### config.mk
export PLATFORM = sky130hd
export DESIGN_NAME = sexpr_byte_tokenizer_core
export DESIGN_NICKNAME = d
export VERILOG_FILES = /design/src/rtl/sbt_pkg.sv /design/src/rtl/sbt_decode.sv /design/src/rtl/sbt_burst_queue.sv /design/src/rtl/sexpr_byte_tokenizer_core.sv
export SDC_FILE = /design/constraint.sdc
export NUM_CORES = 1
export LEC_CHECK = 0
export BUFFER_PORTS_ARGS = -buffer_cell sky130_fd_sc_hd__buf_4
export CAP_MARGIN = 20
export CORE_MARGIN = 2
export CORE_UTILIZATION = 60
export DETAILED_ROUTE_END_ITERATION = 10
export PLACE_DENSITY_LB_ADDON = 0.25
export SYNTH_ARGS = -nofsm -noshare
export SYNTH_HDL_FRONTEND = slang
export SYNTH_SLANG_ARGS = --single-unit
### constraint.sdc
create_clock -name clk_i -period 24.8 [get_ports clk_i]
set_input_delay 6.2 -clock clk_i [delete_from_list [all_inputs] [get_ports clk_i]]
set_output_delay 6.2 -clock clk_i [all_outputs]
set_load 0.02 [all_outputs]
### src/rtl/sbt_pkg.sv
// ----------------------------------------------------------------------------
// sbt_pkg: shared types and constants of the S-expression byte tokenizer
// Token kinds, error codes, the token and burst records and the character
// constants used by the decoder and the output queue.
// ----------------------------------------------------------------------------
package sbt_pkg;

  localparam int VALUE_BITS = 31;
  localparam int MAX_RES    = 6;
  localparam int FRAC_BITS  = 5;

  localparam logic [VALUE_BITS-1:0] VALUE_MAX = {VALUE_BITS{1'b1}};
  localparam logic [FRAC_BITS-1:0]  FRAC_MAX  = {FRAC_BITS{1'b1}};

  localparam logic [7:0] CH_NUL    = 8'h00;
  localparam logic [7:0] CH_TAB    = 8'h09;
  localparam logic [7:0] CH_LF     = 8'h0A;
  localparam logic [7:0] CH_CR     = 8'h0D;
  localparam logic [7:0] CH_SPACE  = 8'h20;
  localparam logic [7:0] CH_QUOTE  = 8'h22;
  localparam logic [7:0] CH_LPAREN = 8'h28;
  localparam logic [7:0] CH_RPAREN = 8'h29;
  localparam logic [7:0] CH_DOT    = 8'h2E;
  localparam logic [7:0] CH_ZERO   = 8'h30;
  localparam logic [7:0] CH_NINE   = 8'h39;
  localparam logic [7:0] CH_BSLASH = 8'h5C;
  localparam logic [7:0] CH_LOW_A  = 8'h61;
  localparam logic [7:0] CH_LOW_E  = 8'h65;
  localparam logic [7:0] CH_LOW_F  = 8'h66;
  localparam logic [7:0] CH_LOW_L  = 8'h6C;
  localparam logic [7:0] CH_LOW_N  = 8'h6E;
  localparam logic [7:0] CH_LOW_R  = 8'h72;
  localparam logic [7:0] CH_LOW_S  = 8'h73;
  localparam logic [7:0] CH_LOW_T  = 8'h74;
  localparam logic [7:0] CH_LOW_U  = 8'h75;

  typedef enum logic [3:0] {
    TK_LPAREN = 4'd0,
    TK_RPAREN = 4'd1,
    TK_INT    = 4'd2,
    TK_FLOAT  = 4'd3,
    TK_SCHAR  = 4'd4,
    TK_SEND   = 4'd5,
    TK_BOOL   = 4'd6,
    TK_YCHAR  = 4'd7,
    TK_YEND   = 4'd8,
    TK_EOF    = 4'd9,
    TK_ERR    = 4'd10
  } token_kind_e;

  typedef enum logic [1:0] {
    ERR_NONE   = 2'd0,
    ERR_POINTS = 2'd1,
    ERR_ESCAPE = 2'd2,
    ERR_UNTERM = 2'd3
  } err_code_e;

  typedef struct packed {
    token_kind_e             kind;
    logic [7:0]              ch;
    logic [VALUE_BITS-1:0]   value;
    logic [FRAC_BITS-1:0]    frac;
    logic                    bval;
    err_code_e               err;
  } token_t;

  // All tokens caused by one input byte, in emission order.
  typedef struct packed {
    logic [2:0]             n;
    token_t [MAX_RES-1:0]   tok;
  } burst_t;

  function automatic token_t mk_tok(token_kind_e k, logic [7:0] ch,
                                    logic [VALUE_BITS-1:0] v,
                                    logic [FRAC_BITS-1:0] f, logic b,
                                    err_code_e e);
    token_t t;
    t.kind  = k;
    t.ch    = ch;
    t.value = v;
    t.frac  = f;
    t.bval  = b;
    t.err   = e;
    return t;
  endfunction

  function automatic logic is_space(logic [7:0] c);
    return (c == CH_SPACE) || ((c >= CH_TAB) && (c <= CH_CR));
  endfunction

  function automatic logic is_digit(logic [7:0] c);
    return (c >= CH_ZERO) && (c <= CH_NINE);
  endfunction

  function automatic logic is_term(logic [7:0] c);
    return is_space(c) || (c == CH_LPAREN) || (c == CH_RPAREN) ||
           (c == CH_QUOTE) || (c == CH_NUL);
  endfunction

  // Characters of the words "true" and "false".
  function automatic logic [7:0] pfx_char(logic false_word, logic [2:0] idx);
    logic [7:0] r;
    r = CH_NUL;
    if (false_word) begin
      case (idx)
        3'd0:    r = CH_LOW_F;
        3'd1:    r = CH_LOW_A;
        3'd2:    r = CH_LOW_L;
        3'd3:    r = CH_LOW_S;
        3'd4:    r = CH_LOW_E;
        default: r = CH_NUL;
      endcase
    end else begin
      case (idx)
        3'd0:    r = CH_LOW_T;
        3'd1:    r = CH_LOW_R;
        3'd2:    r = CH_LOW_U;
        3'd3:    r = CH_LOW_E;
        default: r = CH_NUL;
      endcase
    end
    return r;
  endfunction

endpackage

### src/rtl/sbt_decode.sv
// ----------------------------------------------------------------------------
// sbt_decode: scanner state and per-byte token decode
// Holds the scan state and turns one byte into a burst of up to six tokens.
// ----------------------------------------------------------------------------
module sbt_decode (
  input  logic            clk_i,
  input  logic            rst_ni,
  input  logic [7:0]      byte_i,
  input  logic            fire_i,
  output sbt_pkg::burst_t burst_o
);
  import sbt_pkg::*;

  typedef enum logic [2:0] {
    MODE_IDLE,
    MODE_NUM,
    MODE_STR,
    MODE_ESC,
    MODE_PFX,
    MODE_SYM,
    MODE_ERR
  } mode_e;

  mode_e                 mode_q, mode_d;
  logic [2:0]            pcnt_q, pcnt_d;
  logic                  pfalse_q, pfalse_d;
  logic [VALUE_BITS-1:0] acc_q, acc_d;
  logic                  point_q, point_d;
  logic [FRAC_BITS-1:0]  frac_q, frac_d;
  err_code_e             sticky_q, sticky_d;

  logic [2:0]            n_d;
  logic                  run_st;
  logic                  sym_byte;
  logic [2:0]            plen;
  logic [VALUE_BITS+3:0] acc_x10;
  logic [7:0]            esc_ch;
  logic                  esc_ok;

  assign plen    = pfalse_q ? 3'd5 : 3'd4;
  assign acc_x10 = ({4'd0, acc_q} << 3) + ({4'd0, acc_q} << 1) +
                   {{VALUE_BITS{1'b0}}, byte_i[3:0]};

  always_comb begin
    esc_ok = 1'b1;
    esc_ch = byte_i;
    if (byte_i == CH_LOW_N) begin
      esc_ch = CH_LF;
    end else if (byte_i == CH_LOW_T) begin
      esc_ch = CH_TAB;
    end else if ((byte_i != CH_BSLASH) && (byte_i != CH_QUOTE)) begin
      esc_ok = 1'b0;
    end
  end

  always_comb begin
    mode_d   = mode_q;
    pcnt_d   = pcnt_q;
    pfalse_d = pfalse_q;
    acc_d    = acc_q;
    point_d  = point_q;
    frac_d   = frac_q;
    sticky_d = sticky_q;
    burst_o  = '0;
    n_d      = 3'd0;
    run_st   = 1'b0;
    sym_byte = 1'b0;

    case (mode_q)
      MODE_NUM: begin
        if (is_digit(byte_i)) begin
          if (acc_x10 > {4'd0, VALUE_MAX}) begin
            acc_d = VALUE_MAX;
          end else begin
            acc_d = acc_x10[VALUE_BITS-1:0];
          end
          if (point_q && (frac_q != FRAC_MAX)) begin
            frac_d = frac_q + 1'b1;
          end
        end else if (byte_i == CH_DOT) begin
          if (point_q) begin
            sticky_d = ERR_POINTS;
            mode_d   = MODE_ERR;
            burst_o.tok[n_d] = mk_tok(TK_ERR, CH_NUL, '0, '0, 1'b0, ERR_POINTS);
            n_d = n_d + 1'b1;
          end else begin
            point_d = 1'b1;
          end
        end else begin
          if (point_q) begin
            burst_o.tok[n_d] = mk_tok(TK_FLOAT, CH_NUL, acc_q, frac_q, 1'b0,
                                      ERR_NONE);
          end else begin
            burst_o.tok[n_d] = mk_tok(TK_INT, CH_NUL, acc_q, '0, 1'b0, ERR_NONE);
          end
          n_d    = n_d + 1'b1;
          run_st = 1'b1;
        end
      end
      MODE_STR: begin
        if (byte_i == CH_QUOTE) begin
          mode_d = MODE_IDLE;
          burst_o.tok[n_d] = mk_tok(TK_SEND, CH_NUL, '0, '0, 1'b0, ERR_NONE);
          n_d = n_d + 1'b1;
        end else if (byte_i == CH_BSLASH) begin
          mode_d = MODE_ESC;
        end else if (byte_i == CH_NUL) begin
          sticky_d = ERR_UNTERM;
          mode_d   = MODE_ERR;
          burst_o.tok[n_d] = mk_tok(TK_ERR, CH_NUL, '0, '0, 1'b0, ERR_UNTERM);
          n_d = n_d + 1'b1;
        end else begin
          burst_o.tok[n_d] = mk_tok(TK_SCHAR, byte_i, '0, '0, 1'b0, ERR_NONE);
          n_d = n_d + 1'b1;
        end
      end
      MODE_ESC: begin
        if (byte_i == CH_NUL) begin
          sticky_d = ERR_UNTERM;
          mode_d   = MODE_ERR;
          burst_o.tok[n_d] = mk_tok(TK_ERR, CH_NUL, '0, '0, 1'b0, ERR_UNTERM);
          n_d = n_d + 1'b1;
        end else if (!esc_ok) begin
          sticky_d = ERR_ESCAPE;
          mode_d   = MODE_ERR;
          burst_o.tok[n_d] = mk_tok(TK_ERR, CH_NUL, '0, '0, 1'b0, ERR_ESCAPE);
          n_d = n_d + 1'b1;
        end else begin
          mode_d = MODE_STR;
          burst_o.tok[n_d] = mk_tok(TK_SCHAR, esc_ch, '0, '0, 1'b0, ERR_NONE);
          n_d = n_d + 1'b1;
        end
      end
      MODE_PFX: begin
        if ((pcnt_q < plen) && (byte_i == pfx_char(pfalse_q, pcnt_q))) begin
          pcnt_d = pcnt_q + 1'b1;
          if (pcnt_d == plen) begin
            mode_d = MODE_IDLE;
            pcnt_d = 3'd0;
            burst_o.tok[n_d] = mk_tok(TK_BOOL, CH_NUL, '0, '0, !pfalse_q,
                                      ERR_NONE);
            n_d = n_d + 1'b1;
          end
        end else begin
          // Mismatch: the matched part of the word becomes a symbol.
          for (int i = 0; i < 4; i++) begin
            if (3'(i) < pcnt_q) begin
              burst_o.tok[n_d] = mk_tok(TK_YCHAR, pfx_char(pfalse_q, 3'(i)), '0,
                                        '0, 1'b0, ERR_NONE);
              n_d = n_d + 1'b1;
            end
          end
          pcnt_d   = 3'd0;
          sym_byte = 1'b1;
        end
      end
      MODE_SYM: begin
        sym_byte = 1'b1;
      end
      MODE_ERR: begin
        burst_o.tok[n_d] = mk_tok(TK_ERR, CH_NUL, '0, '0, 1'b0, sticky_q);
        n_d = n_d + 1'b1;
      end
      default: begin
        run_st = 1'b1;
      end
    endcase

    if (sym_byte) begin
      if (is_term(byte_i)) begin
        burst_o.tok[n_d] = mk_tok(TK_YEND, CH_NUL, '0, '0, 1'b0, ERR_NONE);
        n_d    = n_d + 1'b1;
        run_st = 1'b1;
      end else begin
        mode_d = MODE_SYM;
        burst_o.tok[n_d] = mk_tok(TK_YCHAR, byte_i, '0, '0, 1'b0, ERR_NONE);
        n_d = n_d + 1'b1;
      end
    end

    // Handling of a byte at the start of a token.
    if (run_st) begin
      mode_d = MODE_IDLE;
      if (byte_i == CH_NUL) begin
        burst_o.tok[n_d] = mk_tok(TK_EOF, CH_NUL, '0, '0, 1'b0, ERR_NONE);
        n_d = n_d + 1'b1;
      end else if (is_space(byte_i)) begin
        mode_d = MODE_IDLE;
      end else if (byte_i == CH_LPAREN) begin
        burst_o.tok[n_d] = mk_tok(TK_LPAREN, CH_NUL, '0, '0, 1'b0, ERR_NONE);
        n_d = n_d + 1'b1;
      end else if (byte_i == CH_RPAREN) begin
        burst_o.tok[n_d] = mk_tok(TK_RPAREN, CH_NUL, '0, '0, 1'b0, ERR_NONE);
        n_d = n_d + 1'b1;
      end else if (is_digit(byte_i)) begin
        mode_d  = MODE_NUM;
        acc_d   = {{(VALUE_BITS-4){1'b0}}, byte_i[3:0]};
        point_d = 1'b0;
        frac_d  = '0;
      end else if (byte_i == CH_QUOTE) begin
        mode_d = MODE_STR;
      end else if ((byte_i == CH_LOW_T) || (byte_i == CH_LOW_F)) begin
        mode_d   = MODE_PFX;
        pcnt_d   = 3'd1;
        pfalse_d = (byte_i == CH_LOW_F);
      end else begin
        mode_d = MODE_SYM;
        burst_o.tok[n_d] = mk_tok(TK_YCHAR, byte_i, '0, '0, 1'b0, ERR_NONE);
        n_d = n_d + 1'b1;
      end
    end

    burst_o.n = n_d;
  end

  always_ff @(posedge clk_i or negedge rst_ni) begin
    if (!rst_ni) begin
      mode_q   <= MODE_IDLE;
      pcnt_q   <= 3'd0;
      pfalse_q <= 1'b0;
      acc_q    <= '0;
      point_q  <= 1'b0;
      frac_q   <= '0;
      sticky_q <= ERR_NONE;
    end else if (fire_i) begin
      mode_q   <= mode_d;
      pcnt_q   <= pcnt_d;
      pfalse_q <= pfalse_d;
      acc_q    <= acc_d;
      point_q  <= point_d;
      frac_q   <= frac_d;
      sticky_q <= sticky_d;
    end
  end

endmodule

### src/rtl/sbt_burst_queue.sv
// ----------------------------------------------------------------------------
// sbt_burst_queue: two-entry queue of token bursts with output serializer
// Stores whole bursts and hands their tokens out one beat at a time.
// ----------------------------------------------------------------------------
module sbt_burst_queue (
  input  logic            clk_i,
  input  logic            rst_ni,
  input  logic            push_i,
  input  sbt_pkg::burst_t burst_i,
  output logic            full_o,
  output logic            out_valid_o,
  input  logic            out_ready_i,
  output sbt_pkg::token_t tok_o,
  output logic            last_o
);
  import sbt_pkg::*;

  burst_t     mem_q [2];
  logic       wr_ptr_q;
  logic       rd_ptr_q;
  logic [1:0] count_q;
  logic [2:0] idx_q;
  burst_t     head;
  logic       pop;

  assign head        = mem_q[rd_ptr_q];
  assign out_valid_o = (count_q != 2'd0);
  assign full_o      = (count_q == 2'd2);
  assign tok_o       = head.tok[idx_q];
  assign last_o      = (idx_q == (head.n - 3'd1));
  assign pop         = out_valid_o && out_ready_i && last_o;

  always_ff @(posedge clk_i) begin
    if (push_i) begin
      mem_q[wr_ptr_q] <= burst_i;
    end
  end

  always_ff @(posedge clk_i or negedge rst_ni) begin
    if (!rst_ni) begin
      wr_ptr_q <= 1'b0;
      rd_ptr_q <= 1'b0;
      count_q  <= 2'd0;
      idx_q    <= 3'd0;
    end else begin
      if (push_i) begin
        wr_ptr_q <= !wr_ptr_q;
      end
      if (pop) begin
        rd_ptr_q <= !rd_ptr_q;
        idx_q    <= 3'd0;
      end else if (out_valid_o && out_ready_i) begin
        idx_q <= idx_q + 3'd1;
      end
      case ({push_i, pop})
        2'b10:   count_q <= count_q + 2'd1;
        2'b01:   count_q <= count_q - 2'd1;
        default: count_q <= count_q;
      endcase
    end
  end

  a_no_overflow: assert property (@(posedge clk_i) disable iff (!rst_ni)
    push_i |-> !full_o)
    else $error("burst pushed into a full queue");

  a_head_nonempty: assert property (@(posedge clk_i) disable iff (!rst_ni)
    out_valid_o |-> (head.n != 3'd0) && (idx_q < head.n))
    else $error("head burst index out of range");

  a_count_range: assert property (@(posedge clk_i) disable iff (!rst_ni)
    count_q != 2'd3)
    else $error("queue count out of range");

  a_stall_holds: assert property (@(posedge clk_i) disable iff (!rst_ni)
    out_valid_o && !out_ready_i |=> $stable(idx_q) && $stable(rd_ptr_q))
    else $error("head token moved during stall");

endmodule

### src/rtl/sexpr_byte_tokenizer_core.sv
// ----------------------------------------------------------------------------
// sexpr_byte_tokenizer_core: S-expression tokenizer, one source byte per beat
// Input register, per-byte decode with scan state, and a burst queue that
// serializes the tokens of each byte onto the result channel.
// ----------------------------------------------------------------------------
// Usage:
// The input channel takes one source byte per beat on char_byte_i; a zero
// byte ends the text. The result channel gives one token per beat with its
// kind, character, number value, fraction digit count, bool value and error
// code; last_of_run_o marks the final token that one byte caused. A byte can
// cause no token (whitespace, inside a number) or up to six.
// An accepted byte is held in the input register, decoded once the queue has
// room, and its burst is written into the queue, from which its first token
// is offered.
// Throughput: one byte per cycle while each byte causes at most one token and
// the receiver keeps ready high. A byte that causes k tokens occupies the
// result port for k beats; the two-burst queue behind the decoder lets the
// input keep flowing while the receiver drains it.
// Reset returns the scanner to its idle state and clears any sticky error;
// no clearing pass is needed. When the receiver stalls, the queue fills, the
// decoder holds its byte, and in_ready_o drops; nothing is lost.
// ----------------------------------------------------------------------------
module sexpr_byte_tokenizer_core (
  input  logic                            clk_i,
  input  logic                            rst_ni,
  input  logic                            in_valid_i,
  output logic                            in_ready_o,
  input  logic [7:0]                      char_byte_i,
  output logic                            out_valid_o,
  input  logic                            out_ready_i,
  output logic [3:0]                      token_kind_o,
  output logic [7:0]                      char_out_o,
  output logic [sbt_pkg::VALUE_BITS-1:0]  number_value_o,
  output logic [sbt_pkg::FRAC_BITS-1:0]   fraction_digits_o,
  output logic                            bool_value_o,
  output logic [1:0]                      error_code_o,
  output logic                            last_of_run_o
);
  import sbt_pkg::*;

  // Input register: one byte waiting for the decoder.
  logic       byte_vld_q;
  logic [7:0] byte_q;

  logic       fire;
  logic       full;
  burst_t     burst;
  token_t     tok;

  // The decoder consumes its byte whenever the queue has room for a burst.
  assign fire       = byte_vld_q && !full;
  assign in_ready_o = !byte_vld_q || fire;

  always_ff @(posedge clk_i or negedge rst_ni) begin
    if (!rst_ni) begin
      byte_vld_q <= 1'b0;
    end else if (in_ready_o) begin
      byte_vld_q <= in_valid_i;
    end
  end

  always_ff @(posedge clk_i) begin
    if (in_valid_i && in_ready_o) begin
      byte_q <= char_byte_i;
    end
  end

  sbt_decode u_decode (
    .clk_i   (clk_i),
    .rst_ni  (rst_ni),
    .byte_i  (byte_q),
    .fire_i  (fire),
    .burst_o (burst)
  );

  // Bytes that cause no token leave nothing in the queue.
  sbt_burst_queue u_queue (
    .clk_i       (clk_i),
    .rst_ni      (rst_ni),
    .push_i      (fire && (burst.n != 3'd0)),
    .burst_i     (burst),
    .full_o      (full),
    .out_valid_o (out_valid_o),
    .out_ready_i (out_ready_i),
    .tok_o       (tok),
    .last_o      (last_of_run_o)
  );

  assign token_kind_o      = tok.kind;
  assign char_out_o        = tok.ch;
  assign number_value_o    = tok.value;
  assign fraction_digits_o = tok.frac;
  assign bool_value_o      = tok.bval;
  assign error_code_o      = tok.err;

endmodule

Word-level counts from Yosys, hierarchy flattened. Memories as Yosys holds them, arrays and structs flattened. Cells that the tools add are included.

Flip-flop bits (word level): 62. Memory bits (writable): 618. Bits of input ports: 12. Output and inout port bits: 54. Word-level logic and storage cells: 319. Memories kept: 1.

Memory list: u_queue.mem_q (words 2, width 309, read ports 1, clocked after memory_dff 0, wr ports 1, line sbt_burst_queue.sv:18) `burst_t mem_q [2];`.

$add $sub $neg: 13. $lt $le $gt $ge: 21. Equality and inequality tests: 35. Mux-type cells: 181. Bitwise operators: 17. Reduce and logical (&&, ||, !) cells: 38.

Operator list (number): $mux 306 (17); $bwmux 306 (5); $mux 51 (17); $demux 51 s3 (5); $and 300x300->300 (2); $not 300->300 (2); $mux 255 (2); $and 306x306->306 (1); $not 306->306 (1); $and 294x294->294 (1); $not 294->294 (1); $mux 31 (9); $pmux 51 s5 (1); $mux 3 (53); $bmux 51 s3 (1); $mux 8 (13); $mux 50 (2); $mux 5 (13); $mux 48 (1); $eq 8x6->1 const B (5); $add 34x32->35 (1); $add 35x4->35 (1); $gt 35x31->1 const B (1); $pmux 7 s5 (1); 48 further kinds (149).

Depth between registers and ports, before layout. Gate-level depths: netlist (run 1).

Depth after elaboration: 37. Mapped depth: 25. Gate-level depth less buffers: 22.

Hierarchy. A second synthesis (run 1) with hierarchy kept.

Cells, all modules: 2146. Area, all modules: 32498.7 µm².

By module, submodules not included: sbt_burst_queue (times used 1, cells an instance 1021, area an instance 23771.5 µm², seq. area each 18733.0 µm²); sbt_decode (times used 1, cells an instance 1111, area an instance 8420.6 µm², seq. area each 1151.1 µm²); sexpr_byte_tokenizer_core (times used 1, cells an instance 14, area an instance 306.5 µm², seq. area each 265.3 µm²).

Worst setup path after synthesis (run 1). Ideal clock, no wire load.

Path kind: flip-flop to flip-flop. Start: reg u_decode.pcnt_q[1]. End: mem u_queue.mem_q[0][0] (netlist bit), enable pin. Setup time: 591 ps. Data arrival time: 8866 ps. Required time: 24209 ps. Setup slack: 15343 ps. Stages on the path, launching flop included: 22. Buffers on the path: 3. Clock period less this slack: 9457 ps. Cell sequence: dfrtp_1 > clkbuf_1 > inv_1 > ha_1 > a21boi_1 > or3_1 > a221o_1 > a211o_1 > nor3_1 > nor3_2 > inv_2 > buf_2 > ha_1 > nor3_1 > a21oi_1 > nor2_1 > a32o_1 > buf_2 > a41oi_1 > o211ai_1 > a21oi_1 > nor2b_1.

Cells in the longest elaborated chain, start to end: 31. Elaborated cells on any way between the ends: 52. Those cells by class: add/sub: 6; order compare: 5; eq/ne: 6; mux: 31; reduce/logical: 4.

Ends and longest elaborated chain: start, declared (line sbt_decode.sv:25) `logic [2:0] pcnt_q, pcnt_d;`; start signal, assigned (line sbt_decode.sv:227) `pcnt_q <= pcnt_d;`; $lt 1x3->1 (line sbt_decode.sv:147) `if (3'(i) < pcnt_q) begin`; $mux 1 (line sbt_decode.sv:147); $mux 3 (line sbt_decode.sv:135) `if ((pcnt_q < plen) && (byte_i == pfx_char(pfalse_q, pcnt_q))) begin`; $mux 3 (line sbt_decode.sv:69) `case (mode_q)`; $add 3x1->3 (line sbt_decode.sv:150) `n_d = n_d + 1'b1;`; $mux 3 (line sbt_decode.sv:147); $mux 3 (line sbt_decode.sv:135); $mux 3 (line sbt_decode.sv:69); [15 not listed]; $mux 3 (line sbt_decode.sv:189) `end else if (byte_i == CH_LPAREN) begin`; $mux 3 (line sbt_decode.sv:187) `end else if (is_space(byte_i)) begin`; $mux 3 (line sbt_decode.sv:184) `if (byte_i == CH_NUL) begin`; $mux 3 (*) (line sbt_decode.sv:182) `if (run_st) begin`; $reduce_bool 3->1 (*) (line sexpr_byte_tokenizer_core.sv:80) `.push_i (fire && (burst.n != 3'd0)),`; $logic_and 1x1->1 (*) (line sexpr_byte_tokenizer_core.sv:80); $mux 1 (*) (line sbt_burst_queue.sv:34) `if (push_i) begin`; $mux 1 (not written as such) (*) (line sbt_burst_queue.sv:35) `mem_q[wr_ptr_q] <= burst_i;`; end, declared (line sbt_burst_queue.sv:18).

Mark *: on every way between the ends. The rest lies on a longest branch, timed or not. The select of a mux whose other input is x is not followed.

Final worst setup path (run 1).
Start: reg u_queue.rd_ptr_q. End: out last_of_run_o.

Cells in the longest elaborated chain, start to end: 3.

Ends and longest elaborated chain: start, declared (line sbt_burst_queue.sv:20) `logic rd_ptr_q;`; start signal, assigned (line sbt_burst_queue.sv:50) `rd_ptr_q <= !rd_ptr_q;`; $mem_v2 2x309; $sub 3x1->3 (line sbt_burst_queue.sv:30) `assign last_o = (idx_q == (head.n - 3'd1));`; $eq 3x3->1 (line sbt_burst_queue.sv:30); end, declared (line sexpr_byte_tokenizer_core.sv:37) `output logic last_of_run_o`.

Every way passes these cells.

==> results.md, run 1 <==
* Wirelength per Cell at 23.1 um
* Post-synth EDFFs at 226
* Crit-path cells: buf_4 > mux2i_1 > xnor2_1 > nor3_1 > buf_4
* Final hold viol count at 0
* Starting DRC count in detailed routing at 1,642
* Worst-margin pin slew at 1100 ps
* Post-Synth Adder-Cell Area at 6.24%
* FMAX at 104 MHz
* Largest net degree at the start of global routing at 81
* First-pass GRT wire length at 67,300 um
* Final HPWL DP at 29,700 um
* Ant. Diodes at 0
* Status: finished, final reports clean
* Clock slew at reported path FFs at 60 ps
* RSZ-0062 raised after global routing: false
* Hold wc startpoint: u_decode.sticky_q[1]
* Row cnt at 59
* R2R cell count at 17
* Synth warn at 0
* Leak at 7.01 nW
* Count of different cell masters after synthesis at 82
* Post-CTS resize count at 0
* Vias at 12,200
* Mean Syn Cell Area at 11.1 um2
* Slew HR at 26.8%
* Setup CP Type: reg -> out
* Num CTS Buffers at 28
* DRC at 0
* Fin crit period at 9650 ps
* Worst Hold Depth at 1
* GRT Util Overall at 30.7%
* Sink Count at 280
* Die footprint at 27,800 um2
* Critical path arrival at 3450 ps
* Top-Level Pins at 66
* Initial antenna violation count at 0
* Final clock skew at 28.2 ps
* Area fraction of the dominant cell type after synthesis at 42.7%
* Simple-gate area share of the yosys netlist at 14.9%
* TritonCTS clock tree: built
* Max-cap violation count at 0
* Total core area at 26,100 um2
* Reg-to-Reg End: u_queue.mem_q[0][94]
* Initial Util at 61.0%
* Clock tree buffer depth at 3
* Final nets at 1,577
* Cts hold-fix bufs at 0
* Register area share after synthesis at 51.2%
* Die X at 167 um
* Area growth, synth to finish at 11.7%
* Post-Syn Instances at 1,427
* IO buf count at 65
* DRT Pass-1 Iters at 6
* CP Launch Type: register
* Cell family with most CP delay: buffers and inverters
* Synthesized area at 15,900 um2
* Overflow after GRT at 0
* Die Y-Extent at 167 um
* Layout cell share with drive strength beyond 1 at 12.5%
* Final core occ at 68.1%
* Mux share of post-synthesis cell area at 8.14%
* Routed Antenna Nets at 0
* Worst-Skew Late Latency at 560 ps
* H-tree depth at 1
* Setup TNS at 0 ps
* Top cells by area, synth: edfxtp_1, dfrtp_1, ha_1
* Final setup fails at 0
* CP bufs+invs at 2
* #FFs+latches synth at 280
* CP required at 18,600 ps
* Setup Buffers After CTS at 0
* Main synth FF type: edfxtp_1
* Combinational family with the most area after synthesis: simple AND/OR/NAND/NOR gates
* Fin crit share at 38.9%
* CP Max Fanout at 42
* CP dominant cell by count: buf_4
* Async S/R FF share, synth at 19.3%
* Area leader, netlist: edfxtp_1
* Global placement routability congestion at 1.00
* CP max stage cell: dfrtp_4
* Pwr Density at 130 nW/um2
* Vias per cell at 6.61
* CP peak stage delay at 900 ps
* XOR/XNOR Fraction of Synth Area at 2.26%
* Hold WC Path Type: reg -> reg
* Synth Area in Compound Gates at 14.6%
* VDD IR-drop max at 0.153 mV
* Vias in the first global route at 11,700
* Root Buffer: clkbuf_16
* Worst hold endpoint: u_decode.sticky_q[1]
* Slew Viols, Final at 0
* Kind of end point of the critical path: output pin
* Final WL at 42,600 um
* R2r setup slk at 17,260 ps
* Reg2reg start: byte_q[3]
[through the flow]
step / instances / hold WS (ps) / cell area [um2] / total power (W) / setup WS [ps]
after global placement: 1791 / 511 / 16700 / 0.00182 / 15770
after global routing: 1844 / 557 / 17700 / 0.00243 / 14950
after floorplan: 1444 / 455 / 16000 / 0.00152 / 15340
after detailed placement: 1791 / 514 / 16700 / 0.00185 / 15720
final: 1844 / 536 / 17700 / 0.00231 / 15150
after CTS: 1843 / 528 / 17700 / 0.00230 / 15100
[metal layers]
layer | routed length (um) | up-vias | part of all wire (%) | global-route usage, %
met5 | 0 | - | 0 | 0
met3 | 3330 | 84 | 7.8 | 3.94
met1 | 18900 | 6014 | 44 | 46.9
met2 | 19400 | 567 | 46 | 47.2
met4 | 984 | 0 | 2.3 | 7.46
li1 | - | 5520 | - | -
[registers in the layout, indices dropped and copies added, names as in the netlist, 2 cells and up, named ones only]
signal / flops
u_decode.frac_q: 5
u_decode.pcnt_q: 3
u_queue.idx_q: 3
u_decode.sticky_q: 2
u_queue.count_q: 2
u_queue.mem_q: 218
byte_q: 8
u_decode.mode_q: 3
u_decode.acc_q: 30
[worst max path at each step]
stage                             from                   to  slack [ps]  depth (start not counted)
global placement      u_queue.rd_ptr_q      token_kind_o[0]       15770                          5
finish                u_queue.rd_ptr_q        last_of_run_o       15150                          5
CTS                   u_queue.rd_ptr_q      token_kind_o[0]       15100                          5
floorplan           u_decode.pcnt_q[1]  u_queue.mem_q[0][0]       15340                         21
detailed placement    u_queue.rd_ptr_q      token_kind_o[0]       15720                          5
global route          u_queue.rd_ptr_q        last_of_run_o       14950                          5
[kinds of logic after synthesis]
kind of cell | count (synthesis)
xor gates and xnor gates | 41
DFF | 280
other | 1
and+or+nand+nor | 485
AOI/OAI and AO/OA | 343
muxes | 94
adders and majority gates | 78
buffers and inverters | 105
[power breakdown]
group	switching [W]	internal, W
Combinational	0.000638	0.000365
Clock	0.000186	0.000266
Sequential	0.000107	0.000747
[synth_stat cells, types with 17 or more instances]
| library cell | n |
|---|---|
| inv_1 | 30 |
| edfxtp_1 | 226 |
| mux4_2 | 28 |
| dfrtp_1 | 54 |
| o21ai_0 | 70 |
| nor3_1 | 52 |
| a21o_1 | 17 |
| a21oi_1 | 83 |
| xnor2_1 | 29 |
| clkbuf_1 | 49 |
| nor2_1 | 160 |
| a211oi_1 | 39 |
| nand2_1 | 89 |
| mux2i_1 | 64 |
| and2_1 | 49 |
| ha_1 | 76 |
| nand3_1 | 24 |
[layout make-up]
| class | count | area, um2 |
|---|---|---|
| clock buffers | 37 | 785 |
| clock inverters | 15 | 211 |
| fillers | 1914 | 8320 |
| inverters | 33 | 124 |
| multi-input cells | 1059 | 7420 |
| flip-flops and latches | 280 | 8140 |
| well taps | 335 | 419 |
| repair buffers | 85 | 638 |
[cell usage in the layout, fill, tap and decap left out, types with 28 or more instances in the layout]
cell,n
nor2_1,159
ha_1,76
clkbuf_16,28
a21oi_1,83
buf_4,85
xnor2_1,29
nand2_1,89
edfxtp_1,226
a211oi_1,39
and2_1,48
o21ai_0,70
nor3_1,52
mux4_2,28
mux2i_1,64
dfrtp_1,53
inv_1,30
No activity file was read; power rests on OpenSTA's default activity.
==> inputs of run 2 (changes only) <==
==> constraint.sdc (replaced) <==
create_clock -name clk_i -period 10 [get_ports clk_i]
set_input_delay 2.5 -clock clk_i [delete_from_list [all_inputs] [get_ports clk_i]]
set_output_delay 2.5 -clock clk_i [all_outputs]
set_load 0.02 [all_outputs]
==> run 2 against run 1 <==
Net effect:
- largest cell class unchanged
- sequential cell count unchanged
- register-to-register slack worse by 14000 ps
- sequential share of layout area down 0.14 points
- worst hold slack worse by 27 ps
- utilization up 0.20 points
- combinational power rose to 2.5 times the previous value
- global-route usage up 1.0 points
- sequential power up 150%
==> results.md, run 2 (synthesis results as in run 1) <==
* Clock slew at reported path FFs at 60 ps (about the same)
* Largest Register: u_queue.mem_q (unchanged)
* Area growth, synth to finish at 12.0% (was 11.7%)
* Setup TNS at 0 ps (unchanged)
* Critical path arrival at 6960 ps (was 3450 ps)
* Sink Count at 280 (unchanged)
* Final hold viol count at 0 (unchanged)
* CP peak stage delay at 860 ps (was 900 ps)
* Layout cell share with drive strength beyond 1 at 12.5% (about the same)
* Worst-Skew Late Latency at 550 ps (was 560 ps)
* Setup Buffers After CTS at 0 (unchanged)
* H-tree depth at 1 (unchanged)
* Slew HR at 27.9% (was 26.8%)
* Met3 Use GR at 3.92% (was 3.94%)
* Routed Antenna Nets at 0 (unchanged)
* DRC at 0 (unchanged)
* Flop pwr share at 36.7% (was 37.0%)
* CP required at 10,180 ps (was 18,600 ps)
* Crit-path cells: inv_1 > ha_1 > a21boi_1 > or3_1 > a221o_1 > a211o_1 > nor3_1 > nor3_2 > buf_4 > inv_2 > ha_1 > nor3_1 > a21oi_1 > nor2_1 > a32o_1 > a41oi_1 > o211ai_1 > a21oi_1 > nor2b_4 > buf_4 (was buf_4 > mux2i_1 > xnor2_1 > nor3_1 > buf_4)
* TritonCTS clock tree: built (unchanged)
* Ant. Diodes at 0 (unchanged)
* Met2 Usage GRT at 49.6% (was 47.2%)
* Largest net degree at the start of global routing at 65 (was 81)
* Final HPWL DP at 31,300 um (was 29,700 um)
* Initial Util at 61.0% (unchanged)
* Max-cap violation count at 0 (unchanged)
* RSZ-0062 raised after global routing: false (unchanged)
* Combinational power share at 43.7% (was 43.4%)
* Vias in the first global route at 11,600 (was 11,700)
* Clock tree buffer depth at 3 (unchanged)
* Final nets at 1,581 (was 1,577)
* Vias per cell at 6.57 (was 6.61)
* Setup CP Type: reg -> reg (was reg -> out)
* Row cnt at 59 (unchanged)
* Final setup fails at 0 (unchanged)
* Root Buffer: clkbuf_16 (unchanged)
* Hold WC Path Type: reg -> reg (unchanged)
* Fillers at 1,885 (was 1,914)
* Kind of end point of the critical path: register (was output pin)
* Top-Level Pins at 66 (unchanged)
* Post-route cell area at 17,800 um2 (was 17,700 um2)
* Gr busiest metal: met2 (unchanged)
* VDD IR-drop max at 0.336 mV (was 0.153 mV)
* Leak at 7.04 nW (was 7.01 nW)
* Slew Viols, Final at 0 (unchanged)
* Commonest non-fill, non-tap cell in the layout: edfxtp_1 (unchanged)
* Met1 GRT Util at 48.4% (was 46.9%)
* Worst-margin pin slew at 1080 ps (was 1100 ps)
* GRT Util Overall at 31.7% (was 30.7%)
* Cts hold-fix bufs at 0 (unchanged)
* Total core area at 26,100 um2 (unchanged)
* Int Power at 0.00345 W (was 0.00138 W)
* Post-CTS resize count at 0 (unchanged)
* Die footprint at 27,800 um2 (unchanged)
* DRT Pass-1 Iters at 5 (was 6)
* First-pass GRT wire length at 68,500 um (was 67,300 um)
* Num CTS Buffers at 29 (was 28)
* Sw Ratio at 40.1% (was 40.3%)
* Initial antenna violation count at 0 (unchanged)
* Global placement routability congestion at 0.968 (was 1.00)
* Final clock skew at 13.7 ps (was 28.2 ps)
* Wirelength per Cell at 23.7 um (was 23.1 um)
* Vias at 12,200 (about the same)
* NetSw at 0.00231 W (was 0.000930 W)
* FMAX at 147 MHz
* Fin crit period at 6780 ps
* CP Launch Type: register (unchanged)
* Most frequent cells in the layout: edfxtp_1, nor2_1, nand2_1, buf_4, a21oi_1 (unchanged)
* Overflow after GRT at 0 (unchanged)
* Starting DRC count in detailed routing at 1,322 (was 1,642)
* Largest registers: u_queue.mem_q (218), u_decode.acc_q (30), byte_q (8) (unchanged)
* IO buf count at 65 (unchanged)
* CP Max Fanout at 43 (was 42)
* CP max stage cell: nor2b_4 (was dfrtp_4)
* Max reg flops at 218 (unchanged)
* Clock share of power at 19.5% (was 19.6%)
* Final WL at 43,800 um (was 42,600 um)
* Placed cell area at 16,800 um2 (was 16,700 um2)
* Status: finished, final reports clean (unchanged)
* Pwr Density at 324 nW/um2 (was 130 nW/um2)
* Die Y-Extent at 167 um (unchanged)
* Fin crit share at 67.8%
* Die X at 167 um (unchanged)
[run 2: power groups by stage]
| stage | clock [W] | sequential, W | combinational, W |
|---|---|---|---|
| 2_1_floorplan | 0 | 0.00202 | 0.00176 |
| 3_3_place_gp | 0 | 0.00210 | 0.00243 |
| 3_5_place_dp | 0 | 0.00213 | 0.00247 |
| 4_1_cts | 0.00113 | 0.00211 | 0.00249 |
| 5_1_grt | 0.00118 | 0.00216 | 0.00272 |
| 6_report | 0.00113 | 0.00212 | 0.00252 |
[run 2: final cells by class]
| class | count | area, um2 | share of cell area [%] |
|---|---|---|---|
| inverters | 33 | 124 | 0.696 |
| clock inverters | 12 | 194 | 1.09 |
| multi-input cells | 1059 | 7420 | 41.7 |
| clock buffers | 42 | 815 | 4.58 |
| flip-flops and latches | 280 | 8140 | 45.7 |
| well taps | 335 | 419 | 2.36 |
| repair buffers | 88 | 678 | 3.81 |
[run 2: routing by layer]
layer / wire, um / part of all wire [%]
met5: 0 / 0
met3: 3250 / 7.4
met1: 19500 / 44
met4: 1030 / 2.3
met2: 20000 / 46
[run 2: path summary, 6_finish.rpt]
path                                 startpoint               endpoint  slack, ps  depth (start not counted)
max                          u_decode.pcnt_q[0]  u_queue.mem_q[0][299]       3220                         20
min                        u_decode.sticky_q[1]   u_decode.sticky_q[1]        510                          1
max reg2reg                  u_decode.pcnt_q[0]  u_queue.mem_q[0][299]       3220                         20
min reg2reg                u_decode.sticky_q[1]   u_decode.sticky_q[1]        510                          1
max in group asynchronous                rst_ni       u_queue.rd_ptr_q       7420                          1
min in group asynchronous                rst_ni       u_queue.rd_ptr_q       2010                          1
[run 2: worst max-delay path: cells and delay by family (launching register included)]
family | cells | cell delay [ps]
fa+ha+maj | 2 | 610
simple gates | 6 | 1850
compound gates | 8 | 2140
buf+inv | 4 | 1250
flops | 1 | 490
[run 2: stage by stage]
stage	util [%]	total power [W]	hold slack (ps)	cells	worst slack (ps)
after CTS	68.2	0.00574	509	1847	3280
after floorplan	-	0.00378	455	1444	543
after detailed placement	64.3	0.00459	493	1793	3340
after global placement	64.3	0.00453	483	1793	3440
final	68.3	0.00576	509	1849	3220
after global routing	68.3	0.00606	524	1849	2680
==> inputs of run 3 (changes only) <==
--- a/config.mk
+++ b/config.mk
@@ -8,7 +8,7 @@
 export BUFFER_PORTS_ARGS = -buffer_cell sky130_fd_sc_hd__buf_4
 export CAP_MARGIN = 20
 export CORE_MARGIN = 2
-export CORE_UTILIZATION = 60
+export CORE_UTILIZATION = 57
 export DETAILED_ROUTE_END_ITERATION = 10
 export PLACE_DENSITY_LB_ADDON = 0.25
 export SYNTH_ARGS = -nofsm -noshare
==> constraint.sdc (replaced) <==
create_clock -name clk_i -period 5.8 [get_ports clk_i]
set_input_delay 1.45 -clock clk_i [delete_from_list [all_inputs] [get_ports clk_i]]
set_output_delay 1.45 -clock clk_i [all_outputs]
set_load 0.02 [all_outputs]
==> run 3 against run 2 <==
Net effect:
- maximum frequency increased by 30%
- sequential share of layout area decreased by 0.29 points
- sequential power increased by 70%
- clock power increased by 56%
- final cell count increased by 2.9%
- combinational power increased by 77%
- critical path depth decreased by 4
- register-to-register slack got worse by 2600 ps
- largest cell class unchanged
- worst hold slack improved by 45 ps
- design area increased by 0.63%
- clock skew increased by 0.76 ps
==> results.md, run 3 (synthesis results as in run 1) <==
* Status: finished, final reports clean (unchanged)
* Slew Viols, Final at 0 (unchanged)
* Setup TNS at 0 ps (unchanged)
* Worst Hold Depth at 1 (unchanged)
* Final core occ at 64.8% (was 68.3%)
* Vias in the first global route at 11,200 (was 11,600)
* Initial antenna violation count at 2 (was 0)
* Total core area at 27,600 um2 (was 26,100 um2)
* Kind of end point of the critical path: register (unchanged)
* Sink Count at 280 (unchanged)
* Worst-margin pin slew at 884 ps (was 1080 ps)
* Max-cap violation count at 0 (unchanged)
* Critical path arrival at 5380 ps (was 6960 ps)
* Starting DRC count in detailed routing at 1,377 (was 1,322)
* Largest net degree at the start of global routing at 65 (unchanged)
* VDD IR-drop max at 0.272 mV (was 0.336 mV)
* Combinational power share at 45.4% (was 43.7%)
* Fillers at 2,129 (was 1,885)
* Clock slew at reported path FFs at 60 ps (about the same)
* DRT Pass-1 Iters at 5 (unchanged)
* Cts hold-fix bufs at 0 (unchanged)
* Final setup fails at 0 (unchanged)
* Max reg flops at 218 (unchanged)
* CP Launch Type: register (unchanged)
* Clock share of power at 17.9% (was 19.5%)
* Final nets at 1,593 (was 1,581)
* Die footprint at 29,200 um2 (was 27,800 um2)
* Initial Util at 57.5% (was 61.0%)
* GRT Util Overall at 29.3% (was 31.7%)
* R2r setup slk at 600 ps (was 3220 ps)
* Reg-to-Reg End: u_queue.mem_q[0][11] (was u_queue.mem_q[0][299])
* R2R cell count at 16 (was 20)
* Area growth, synth to finish at 12.7% (was 12.0%)
* Die Y-Extent at 171 um (was 167 um)
* Worst-Skew Late Latency at 550 ps (about the same)
* Fin crit period at 5200 ps (was 6780 ps)
* Most frequent cells in the layout: edfxtp_1, nor2_1, buf_4, nand2_1, a21oi_1 (was edfxtp_1, nor2_1, nand2_1, buf_4, a21oi_1)
* Slew HR at 41.0% (was 27.9%)
* Hold wc startpoint: u_queue.wr_ptr_q (was u_decode.sticky_q[1])
* Final clock skew at 14.4 ps (was 13.7 ps)
* Fin cells at 1,902 (was 1,849)
* Setup Buffers After CTS at 0 (unchanged)
* Leak at 7.08 nW (was 7.04 nW)
* H-tree depth at 1 (unchanged)
* Reg2reg start: u_decode.pfalse_q (was u_decode.pcnt_q[0])
* FMAX at 192 MHz (was 147 MHz)
* Largest Register: u_queue.mem_q (unchanged)
* DRC at 0 (unchanged)
* Fin crit share at 89.7% (was 67.8%)
* First-pass GRT wire length at 65,800 um (was 68,500 um)
* CP Max Fanout at 45 (was 43)
* Pwr Density at 549 nW/um2 (was 324 nW/um2)
* Sw Ratio at 40.3% (was 40.1%)
* Int Power at 0.00587 W (was 0.00345 W)
* Wirelength per Cell at 22.5 um (was 23.7 um)
* Post-CTS resize count at 0 (unchanged)
* Top-Level Pins at 66 (unchanged)
* Flop pwr share at 36.7% (about the same)
* IO buf count at 65 (unchanged)
* Final WL at 42,800 um (was 43,800 um)
* Die X at 171 um (was 167 um)
* Routed Antenna Nets at 0 (unchanged)
* Layout cell share with drive strength beyond 1 at 13.4% (was 12.5%)
* Vias per cell at 6.35 (was 6.57)
* Largest registers: u_queue.mem_q (218), u_decode.acc_q (30), byte_q (8) (unchanged)
* Overflow after GRT at 0 (unchanged)
* Clock tree buffer depth at 3 (unchanged)
* Root Buffer: clkbuf_16 (unchanged)
* NetSw at 0.00397 W (was 0.00231 W)
* Final HPWL DP at 31,000 um (was 31,300 um)
* Vias at 12,100 (was 12,200)
* Post-Place Cells at 1,850 (was 1,793)
* Row cnt at 61 (was 59)
* RSZ-0062 raised after global routing: false (unchanged)
* Ant. Diodes at 0 (unchanged)
* Num CTS Buffers at 28 (was 29)
* Setup CP Type: reg -> reg (unchanged)
* Hold WC Path Type: reg -> reg (unchanged)
* Worst hold endpoint: u_queue.wr_ptr_q (was u_decode.sticky_q[1])
* Final hold viol count at 0 (unchanged)
* CP required at 5980 ps (was 10,180 ps)
* Commonest non-fill, non-tap cell in the layout: edfxtp_1 (unchanged)
* TritonCTS clock tree: built (unchanged)
* Area occupied by multi-input gates at 7450 um2 (was 7420 um2)
* Reg area at 8140 um2 (unchanged)
* Global placement routability congestion at 0.994 (was 0.968)
-- run 3: critical path: stages (launching register included) --
cell      delay [ps]
dfrtp_1          860
a21boi_1         190
or3_1            410
a221o_1          360
a211oi_4         270
nand2_1          210
nand2_1          230
a21oi_1           90
ha_1             260
a21oi_1          140
nor2_1            70
a32o_1           350
a41oi_1          250
o211ai_1         120
a21oi_2          260
nor2b_4          220
buf_4            510
-- run 3: how the worst max path moves through the flow --
stage | slack, ps | end | cells past startpoint | startpoint
2_1_floorplan | 30 | u_queue.mem_q[0][0] | 21 | u_decode.pcnt_q[1]
3_3_place_gp | 800 | u_queue.mem_q[0][32] | 16 | u_decode.pfalse_q
3_5_place_dp | 680 | u_queue.mem_q[1][31] | 16 | u_decode.pfalse_q
4_1_cts | 660 | u_queue.mem_q[1][34] | 16 | u_decode.pfalse_q
5_1_grt | 40 | u_queue.mem_q[0][11] | 16 | u_decode.pfalse_q
6_report | 600 | u_queue.mem_q[0][11] | 16 | u_decode.pfalse_q
-- run 3: routing by layer --
layer | track usage (%) | part of all wire (%) | vias to the layer above
met4 | 5.42 | 1.8 | 0
li1 | - | - | 5544
met5 | 0 | 0 | -
met3 | 4.14 | 8.2 | 53
met2 | 45.6 | 46 | 524
met1 | 44.5 | 44 | 5960
-- run 3: power groups by stage --
| stage | clock network [W] | logic [W] | registers [W] |
|---|---|---|---|
| after floorplan | 0 | 0.00305 | 0.00341 |
| after global placement | 0 | 0.00431 | 0.00361 |
| after detailed placement | 0 | 0.00436 | 0.00367 |
| after CTS | 0.00178 | 0.00439 | 0.00363 |
| after global routing | 0.00186 | 0.00483 | 0.00367 |
| final | 0.00176 | 0.00447 | 0.00361 |
-- run 3: layout make-up --
class | instances | share of cell area, %
multi-input cells | 1059 | 41.6
clock buffers | 37 | 4.21
flip-flops and latches | 280 | 45.5
clock inverters | 14 | 0.789
well taps | 378 | 2.64
inverters | 33 | 0.692
repair buffers | 101 | 4.63
-- run 3: through the flow --
step | hold WS [ps] | setup slack [ps] | instance area, um2 | total power, W
5_1_grt | 570 | 41.0 | 17900 | 0.0104
3_5_place_dp | 532 | 681 | 17000 | 0.00802
6_report | 554 | 599 | 17900 | 0.00984
2_1_floorplan | 461 | 34.8 | 16000 | 0.00646
3_3_place_gp | 524 | 798 | 17000 | 0.00792
4_1_cts | 547 | 664 | 17900 | 0.00981
